File: src/sv/pose_settling_detector_defines.svh
// Assertion macros for the pose settling detector.
// Included by the top level; depends on nothing else.
`ifndef POSE_SETTLING_DETECTOR_DEFINES_SVH
`define POSE_SETTLING_DETECTOR_DEFINES_SVH

// Same-cycle implication, disabled while reset is asserted
`define PSD_ASSERT_IMPLY(label, clk, rst_n, ante, cons) \
	label: assert property (@(posedge clk) disable iff (!(rst_n)) (ante) |-> (cons)) \
		else $error("psd implication check failed");

// Next-cycle implication, disabled while reset is asserted
`define PSD_ASSERT_NEXT(label, clk, rst_n, ante, cons) \
	label: assert property (@(posedge clk) disable iff (!(rst_n)) (ante) |=> (cons)) \
		else $error("psd next-cycle check failed");

`endif

File: src/sv/psd_pkg.sv
// Shared constants and types for the pose settling detector.
// No dependencies; used by psd_axis and pose_settling_detector.
`default_nettype none

package psd_pkg;

	// Default averaging window, in samples
	localparam int WINDOW_DEF = 20;

	// Field widths
	localparam int POS_W = 32;
	localparam int THR_W = 24;

	// Threshold after reset, Q8.24 units (about 1e-6)
	localparam logic [THR_W-1:0] THR_RESET = 24'd17;

	// Per-transaction control from the top level to each axis lane
	typedef struct packed {
		logic shift;  // transaction accepted: store sample, update sum
		logic drop;   // window already full: remove the oldest sample
	} psd_ctrl_t;

endpackage

`default_nettype wire

File: src/sv/psd_axis.sv
// One axis lane: delay line, running sum and mean-deviation test.
// Depends on psd_pkg.
`default_nettype none

module psd_axis #(
	parameter int WINDOW = psd_pkg::WINDOW_DEF,
	parameter int SUM_W  = psd_pkg::POS_W + $clog2(WINDOW),
	parameter int LIM_W  = psd_pkg::THR_W + $clog2(WINDOW + 1)
) (
	input  wire                               clk,
	input  wire                               arst_n,
	input  wire psd_pkg::psd_ctrl_t           ctrl,
	input  wire logic signed [psd_pkg::POS_W-1:0] sample,
	input  wire logic [LIM_W-1:0]             limit,
	output logic                              in_range
);

	localparam int DEV_W = SUM_W + 1;
	localparam logic signed [SUM_W-1:0] WIN_S = SUM_W'(WINDOW);

	logic signed [psd_pkg::POS_W-1:0] hist_q [WINDOW];
	logic signed [SUM_W-1:0] sum_q;
	logic signed [SUM_W-1:0] scaled_s1;
	logic signed [SUM_W-1:0] scaled_d;
	logic signed [SUM_W-1:0] oldest;
	logic signed [DEV_W-1:0] dev;
	logic signed [DEV_W-1:0] lim_s;

	// Shift the delay line on each accepted transaction
	always_ff @(posedge clk) begin
		if (ctrl.shift) begin
			hist_q[0] <= sample;
			for (int i = 1; i < WINDOW; i++) begin
				hist_q[i] <= hist_q[i-1];
			end
		end
	end

	// Drop the oldest sample once the window is full
	assign oldest = ctrl.drop ? SUM_W'(hist_q[WINDOW-1]) : '0;

	// Running sum of the window
	always_ff @(posedge clk or negedge arst_n) begin
		if (!arst_n) begin
			sum_q <= '0;
		end else if (ctrl.shift) begin
			sum_q <= sum_q + SUM_W'(sample) - oldest;
		end
	end

	// Scale the new sample by the window length ahead of the test
	assign scaled_d = SUM_W'(sample) * WIN_S;

	always_ff @(posedge clk) begin
		if (ctrl.shift) begin
			scaled_s1 <= scaled_d;
		end
	end

	// Test |sum - WINDOW*sample| < WINDOW*threshold as two signed compares
	assign dev      = DEV_W'(sum_q) - DEV_W'(scaled_s1);
	assign lim_s    = $signed(DEV_W'(limit));
	assign in_range = (dev < lim_s) && (dev > -lim_s);

endmodule

`default_nettype wire

File: src/sv/pose_settling_detector.sv
// Top level of the pose settling detector: handshake, fill tracking, result register.
// Depends on psd_pkg, psd_axis and pose_settling_detector_defines.svh.
//
// Takes one x/y/z position sample (signed Q8.24) per transaction and returns one
// result per sample. Each sample passes through two register stages: the first
// stores it in the per-axis delay lines and updates the running sums, the second
// registers the result, so a result is offered once its sample has passed both stages,
// and a new sample can be taken every cycle unless out_stall holds back a full pipeline.
// stable goes high once WINDOW samples have arrived and every axis lies strictly within
// settle_threshold of its window mean; newly_stable marks the first stable result after
// a non-stable one. The threshold must be written through the cfg port (always ready)
// only while idle; the block does not enforce this. A zero threshold never reports stable.
`default_nettype none
`include "pose_settling_detector_defines.svh"

module pose_settling_detector #(
	parameter int WINDOW = psd_pkg::WINDOW_DEF
) (
	input  wire                                  clk,
	input  wire                                  arst_n,
	// configuration write
	input  wire                                  cfg_valid,
	output logic                                 cfg_ready,
	input  wire logic [psd_pkg::THR_W-1:0]       cfg_data,
	// sample input
	input  wire                                  in_valid,
	output logic                                 in_stall,
	input  wire logic signed [psd_pkg::POS_W-1:0] pos_x,
	input  wire logic signed [psd_pkg::POS_W-1:0] pos_y,
	input  wire logic signed [psd_pkg::POS_W-1:0] pos_z,
	// result output
	output logic                                 out_valid,
	input  wire                                  out_stall,
	output logic                                 stable,
	output logic                                 newly_stable,
	output logic                                 window_full
);

	localparam int SUM_W  = psd_pkg::POS_W + $clog2(WINDOW);
	localparam int LIM_W  = psd_pkg::THR_W + $clog2(WINDOW + 1);
	localparam int FILL_W = $clog2(WINDOW + 1);
	localparam logic [FILL_W-1:0] FILL_MAX = FILL_W'(WINDOW);
	localparam logic [FILL_W-1:0] FILL_LAST = FILL_W'(WINDOW - 1);
	localparam logic [LIM_W-1:0] WIN_L = LIM_W'(WINDOW);

	psd_pkg::psd_ctrl_t ctrl;
	logic               accept;
	logic               s1_valid_q;
	logic               full_s1;
	logic               s2_ready;
	logic               s1_advance;
	logic [FILL_W-1:0]  fill_q;
	logic [LIM_W-1:0]   limit_q;
	logic               was_stable_q;
	logic               in_range_x;
	logic               in_range_y;
	logic               in_range_z;
	logic               stable_now;

	// Threshold register, kept pre-scaled by the window length
	assign cfg_ready = 1'b1;

	always_ff @(posedge clk or negedge arst_n) begin
		if (!arst_n) begin
			limit_q <= LIM_W'(psd_pkg::THR_RESET) * WIN_L;
		end else if (cfg_valid && cfg_ready) begin
			limit_q <= LIM_W'(cfg_data) * WIN_L;
		end
	end

	// Pipeline handshake
	assign s2_ready   = !out_valid || !out_stall;
	assign s1_advance = s1_valid_q && s2_ready;
	assign in_stall   = s1_valid_q && !s2_ready;
	assign accept     = in_valid && !in_stall;

	assign ctrl.shift = accept;
	assign ctrl.drop  = (fill_q == FILL_MAX);

	// Fill count, saturating at the window length
	always_ff @(posedge clk or negedge arst_n) begin
		if (!arst_n) begin
			fill_q <= '0;
		end else if (accept && (fill_q != FILL_MAX)) begin
			fill_q <= fill_q + FILL_W'(1);
		end
	end

	// Stage one valid and window-full flag
	always_ff @(posedge clk or negedge arst_n) begin
		if (!arst_n) begin
			s1_valid_q <= 1'b0;
			full_s1    <= 1'b0;
		end else begin
			if (accept) begin
				s1_valid_q <= 1'b1;
				full_s1    <= (fill_q == FILL_MAX) || (fill_q == FILL_LAST);
			end else if (s1_advance) begin
				s1_valid_q <= 1'b0;
			end
		end
	end

	// Axis lanes
	psd_axis #(.WINDOW(WINDOW), .SUM_W(SUM_W), .LIM_W(LIM_W)) u_axis_x (
		.clk(clk), .arst_n(arst_n), .ctrl(ctrl), .sample(pos_x),
		.limit(limit_q), .in_range(in_range_x)
	);

	psd_axis #(.WINDOW(WINDOW), .SUM_W(SUM_W), .LIM_W(LIM_W)) u_axis_y (
		.clk(clk), .arst_n(arst_n), .ctrl(ctrl), .sample(pos_y),
		.limit(limit_q), .in_range(in_range_y)
	);

	psd_axis #(.WINDOW(WINDOW), .SUM_W(SUM_W), .LIM_W(LIM_W)) u_axis_z (
		.clk(clk), .arst_n(arst_n), .ctrl(ctrl), .sample(pos_z),
		.limit(limit_q), .in_range(in_range_z)
	);

	assign stable_now = full_s1 && in_range_x && in_range_y && in_range_z;

	// Result register and previous-stable flag
	always_ff @(posedge clk or negedge arst_n) begin
		if (!arst_n) begin
			out_valid    <= 1'b0;
			was_stable_q <= 1'b0;
		end else begin
			if (s1_advance) begin
				out_valid    <= 1'b1;
				was_stable_q <= stable_now;
			end else if (!out_stall) begin
				out_valid <= 1'b0;
			end
		end
	end

	always_ff @(posedge clk) begin
		if (s1_advance) begin
			stable       <= stable_now;
			newly_stable <= stable_now && !was_stable_q;
			window_full  <= full_s1;
		end
	end

	// Checks
	`PSD_ASSERT_IMPLY(a_stable_needs_full, clk, arst_n, out_valid && stable, window_full)
	`PSD_ASSERT_IMPLY(a_rise_is_stable, clk, arst_n, out_valid && newly_stable, stable)
	`PSD_ASSERT_NEXT(a_fill_saturates, clk, arst_n, fill_q == FILL_MAX, fill_q == FILL_MAX)
	`PSD_ASSERT_IMPLY(a_stall_only_when_busy, clk, arst_n, in_stall, s1_valid_q && out_valid)

endmodule

`default_nettype wire
File: config.mk
export PLATFORM = sky130hd
export DESIGN_NAME = pose_settling_detector
export DESIGN_NICKNAME = d
export VERILOG_FILES = /design/src/sv/psd_pkg.sv /design/src/sv/psd_axis.sv /design/src/sv/pose_settling_detector.sv
export VERILOG_INCLUDE_DIRS = /design/src /design/src/sv
export SDC_FILE = /design/constraint.sdc
export NUM_CORES = 2
export LEC_CHECK = 0
export BUFFER_PORTS_ARGS = -buffer_cell sky130_fd_sc_hd__clkbuf_2
export CORE_MARGIN = 2
export CORE_UTILIZATION = 63
export CTS_CLUSTER_DIAMETER = 40
export DETAILED_ROUTE_END_ITERATION = 16
export PLACE_DENSITY_LB_ADDON = 0.3
export SLEW_MARGIN = 40
export SYNTH_ARGS = -nofsm -noshare
export SYNTH_HDL_FRONTEND = slang
export SYNTH_SLANG_ARGS = --single-unit
export TNS_END_PERCENT = 5
File: constraint.sdc
create_clock -name clk -period 83.7 [get_ports clk]
set_input_delay 4.185 -clock clk [delete_from_list [all_inputs] [get_ports clk]]
set_output_delay 4.185 -clock clk [all_outputs]
set_load 0.03 [all_outputs]
==> impl_summary.txt <==
----------------------------------------------------
[Setup path]
  Required time at the endpoint of the critical path ... 84.14 ns
  Critical Path End Type ... flip-flop
  Crit path DAT ... 9.55 ns
  Number of cells on the critical path ... 11
  Setup crit end ... u_axis_z.hist_q[0][89]
  Capture instance of the worst register-to-register path ... u_axis_x.sum_q[36]
  Maximum single-stage delay on the critical path ... 0.69 ns
  Register-to-register path setup slack ... 77.17 ns
  WP buf/inv ... 9
  Nature of the critical path startpoint ... input port
  FF-to-FF path depth ... 21
  Startpoint of the worst-slack reg-to-reg timing path ... fill_q[0]
  Critical Path, Cell by Cell ... clkbuf_2 -> nand3_1 -> nand2_4 -> clkinv_8 -> buf_4 -> buf_12 -> buf_6 -> buf_12 -> buf_6 -> buf_6 -> buf_6
  First element of the critical path ... out_stall
  Cell repeated most along the worst path ... sky130_fd_sc_hd__buf_6
  Crit path max fanout ... 129
  Slowest cell on the critical path ... sky130_fd_sc_hd__buf_6
  Type of the setup path with the least slack ... input port to flip-flop
  Largest delay contributor family on the critical path ... buffers and inverters

[Timing]
  Layout Skew ... 0.0747 ns
  Count of endpoints failing hold in the final timing report ... 0
  Slew of the pin with the lowest slew margin ... 0.800 ns
  Number of max-slew violations in the final report ... 0
  Setup total negative slack ... 0 ns
  Final cycle utilization of the critical path ... 0.109
  Minimum setup slack in the final design ... 74.59 ns
  Setup-failing EPs final ... 0
  Worst slew margin relative to its limit ... 0.453
  Setup repair after global routing missed its margin ... false
  F_max ... 110 MHz
  Post-route minimum period ... 9.11 ns

[Clocking]
  Setup bufs post-CTS ... 0
  Clk Tree Root Cell ... sky130_fd_sc_hd__clkbuf_16
  Clock network latency to the later pin of the worst-skew pair ... 0.85 ns
  Number of H-tree levels ... 4
  Sinks on the clock net ... 2169
  Number of buffers created by CTS ... 236
  Clock transition at path regs ... 0.07 ns
  Clock tree from TritonCTS ... built
  Max Buffers Root-to-Sink ... 3
  Number of cells upsized or downsized after cts ... 0
  Quantity of hold-fixing buffers added after cts ... 0

[Die]
  DIE WIDTH ... 387 microns
  Number of placement rows ... 140
  Core Footprint ... 146000 sq um
  Die boundary height ... 387 microns
  I/O pin count ... 131
  Starting density of the core ... 0.634
  Area enclosed by the die boundary ... 150000 sq um

[Pwr]
  Pwr per Cell Area ... 34.7 nW/um^2
  Static leakage ... 0.0411 uW
  Total Power Consumption ... 3600 uW
  Worst IR Drop VDD ... 0.0000238 V

[Synthesis]
  Library cell with the largest summed area after synthesis ... sky130_fd_sc_hd__edfxtp_1
  Leading cell types by total area after synthesis ... sky130_fd_sc_hd__edfxtp_1, sky130_fd_sc_hd__ha_1, sky130_fd_sc_hd__dfrtp_1, sky130_fd_sc_hd__inv_1, sky130_fd_sc_hd__fa_1
  Combinational family with the most area after synthesis ... adder cells
  Unique masters post-synth ... 98
  Summed instance area of the synthesized netlist ... 92400 sq um
  Synth Area in Adders ... 0.111
  Proportion of synthesized chip area in sequential cells ... 0.697
  #FFs+latches synth ... 2169
  Multiplexer share of the synthesized area ... 0.000866
  Simple logic cell fraction of the synthesized area ... 0.0552
  Xor and xnor area share after synthesis ... 0.0289
  Complex-gate fraction of the synthesized area ... 0.0769
  Commonest register cell after synthesis ... sky130_fd_sc_hd__edfxtp_1
  Share of flip-flops with an asynchronous set or reset ... 0.0678
  Total number of yosys warnings ... 0
  Post-synth net total ... 6948
  Share of the synthesized area in the top cell type ... 0.657
  Average cell area after synthesis ... 15.2 sq um
  EDFF count, synth ... 2022
  Synth Instances ... 6070

[Drt]
  Via density ... 5.71
  Antenna viol nets, final ... 0
  Number of violations reported at the end of detailed-routing iteration 0 ... 4080
  Post-route DRC violation count ... 0
  DR vias ... 48700
  Wire length per cell ... 20.4 microns
  Final wirelength ... 174000 microns
  Detailed-routing iteration count for the pre-antenna-repair pass ... 5

[Run status]
  Outcome ... finished clean

[Global route]
  Largest net degree at the start of global routing ... 130
  Via count of the first global-routing pass ... 48800
  Global-route wire length before repair ... 271000 microns
  Remaining global-route overflow ... 0
  Global router's overall resource usage ... 0.233
  Number of antenna violations at the first check in global routing ... 12

[Placed design]
  Setup WS pre-CTS ... 73.53 ns
  Routability congestion estimate from global placement ... 0.946
  Post-place instance area ... 95700 sq um
  Port bufs ... 129
  Placed wire-length estimate after detailed placement ... 112000 microns

[Layout]
  Synthesis-to-finish area growth ... 12.2%
  Final-stage net count ... 7279
  Fraction of final layout cells with drive strength greater than 1 ... 0.0945
  Post-route design area ... 104000 sq um

[Job]
  Max-cap violation count ... 0

[Min path]
  Path type of the worst min-delay path ... flip-flop to flip-flop

----------------------------------------------------
layout by cell type, fill, tap and decap left out, types with 32 or more instances in the layout:
| cell | n |
|---|---|
| sky130_fd_sc_hd__o21a_1 | 48 |
| sky130_fd_sc_hd__xor2_1 | 95 |
| sky130_fd_sc_hd__nor2b_1 | 52 |
| sky130_fd_sc_hd__inv_6 | 39 |
| sky130_fd_sc_hd__and2_1 | 107 |
| sky130_fd_sc_hd__o21ai_0 | 270 |
| sky130_fd_sc_hd__nor3_1 | 47 |
| sky130_fd_sc_hd__nand3_1 | 78 |
| sky130_fd_sc_hd__dfrtp_1 | 143 |
| sky130_fd_sc_hd__xnor2_1 | 210 |
| sky130_fd_sc_hd__a21o_1 | 172 |
| sky130_fd_sc_hd__nand2b_1 | 60 |
| sky130_fd_sc_hd__nand2_1 | 276 |
| sky130_fd_sc_hd__o21bai_1 | 51 |
| sky130_fd_sc_hd__edfxtp_1 | 2022 |
| sky130_fd_sc_hd__nand4_1 | 64 |
| sky130_fd_sc_hd__nor2_1 | 212 |
| sky130_fd_sc_hd__a21oi_1 | 281 |
| sky130_fd_sc_hd__and3_1 | 36 |
| sky130_fd_sc_hd__inv_1 | 649 |
| sky130_fd_sc_hd__ha_1 | 638 |
| sky130_fd_sc_hd__clkbuf_16 | 237 |
| sky130_fd_sc_hd__a31oi_1 | 32 |
| sky130_fd_sc_hd__fa_1 | 115 |
| sky130_fd_sc_hd__clkbuf_2 | 127 |
worst min-delay path by stage:
stage	startpoint	endpoint	slack, ns	cells past startpoint
floorplan	u_axis_x.hist_q[0][68]	u_axis_x.hist_q[0][100]	0.40	0
global placement	u_axis_x.hist_q[3][88]	u_axis_x.hist_q[3][120]	0.40	0
detailed placement	u_axis_x.hist_q[0][72]	u_axis_x.hist_q[0][104]	0.40	0
CTS	u_axis_y.hist_q[0][98]	u_axis_y.hist_q[1][2]	0.37	0
global route	u_axis_y.hist_q[0][98]	u_axis_y.hist_q[1][2]	0.37	0
finish	u_axis_y.hist_q[1][97]	u_axis_y.hist_q[2][1]	0.38	0
synthesized netlist by cell type, drive strengths merged, types with 22 or more instances:
cell type / n
nand2b: 60
xor2: 95
nor3: 48
and2: 107
nor2: 212
inv: 649
a21o: 176
o21a: 50
o21ai: 280
o21bai: 51
nor2b: 52
xnor2: 210
nand2: 278
dfrtp: 143
nand3: 78
and3: 37
nor4: 23
o31ai: 29
fa: 115
edfxtp: 2022
a31oi: 34
nand4: 64
clkbuf: 58
a21oi: 286
ha: 638
or3: 22
o211ai: 30
flip-flops by register name (all words and copies together), names as in the netlist:
name / cells
u_axis_x.scaled_s1: 35
u_axis_z.scaled_s1: 35
s1_valid_q: 1
u_axis_y.sum_q: 37
u_axis_y.scaled_s1: 35
u_axis_z.hist_q: 638
was_stable_q: 1
window_full: 1
u_axis_x.hist_q: 638
full_s1: 1
u_axis_z.sum_q: 37
u_axis_y.hist_q: 638
fill_q: 5
limit_q: 27
stable: 1
newly_stable: 1
u_axis_x.sum_q: 37
out_valid: 1
routing by layer:
metal / GRT usage / vias to the layer above / part of all wire
met5: 0 / - / 0.00015
met4: 0.0661 / 4 / 0.023
met3: 0.0351 / 284 / 0.046
met2: 0.378 / 1258 / 0.48
met1: 0.332 / 24100 / 0.45
li1: - / 23100 / -
stage by stage:
step                hold WS (ns)  std cells   util
global route               0.374       8523  0.712
global placement           0.400       8073  0.655
finish                     0.377       8524  0.712
detailed placement         0.405       8080  0.656
CTS                        0.371       8523  0.712
floorplan                  0.400       6070      -
logic make-up (layout without fill, tap and decap cells):
| group | after synthesis | count (layout) |
|---|---|---|
| AO/OA/AOI/OAI | 1095 | 1095 |
| XOR/XNOR | 305 | 305 |
| adder cells (fa/ha/maj) | 753 | 753 |
| buffers and inverters | 717 | 1253 |
| flip-flops | 2169 | 2169 |
| multiplexers | 8 | 8 |
| other | 1 | 2 |
| AND/OR/NAND/NOR | 1022 | 1022 |
area by class of cell:
cell class / count / area (sq um)
clock inverters: 179 / 2000
fillers: 9112 / 42000
well taps: 1917 / 2400
flip-flops and latches: 2169 / 64400
inverters: 650 / 2450
multi-input cells: 3184 / 25300
clock buffers: 264 / 6070
diodes: 1 / 2.50
repair buffers: 160 / 1100
report_power, final:
part | internal (uW) | switching (uW) | total (uW)
Clock | 597 | 452 | 1050
Combinational | 480 | 703 | 1180
Sequential | 1310 | 56.6 | 1370
Total | 2390 | 1210 | 3600
Power figures use the tool's default switching activity.
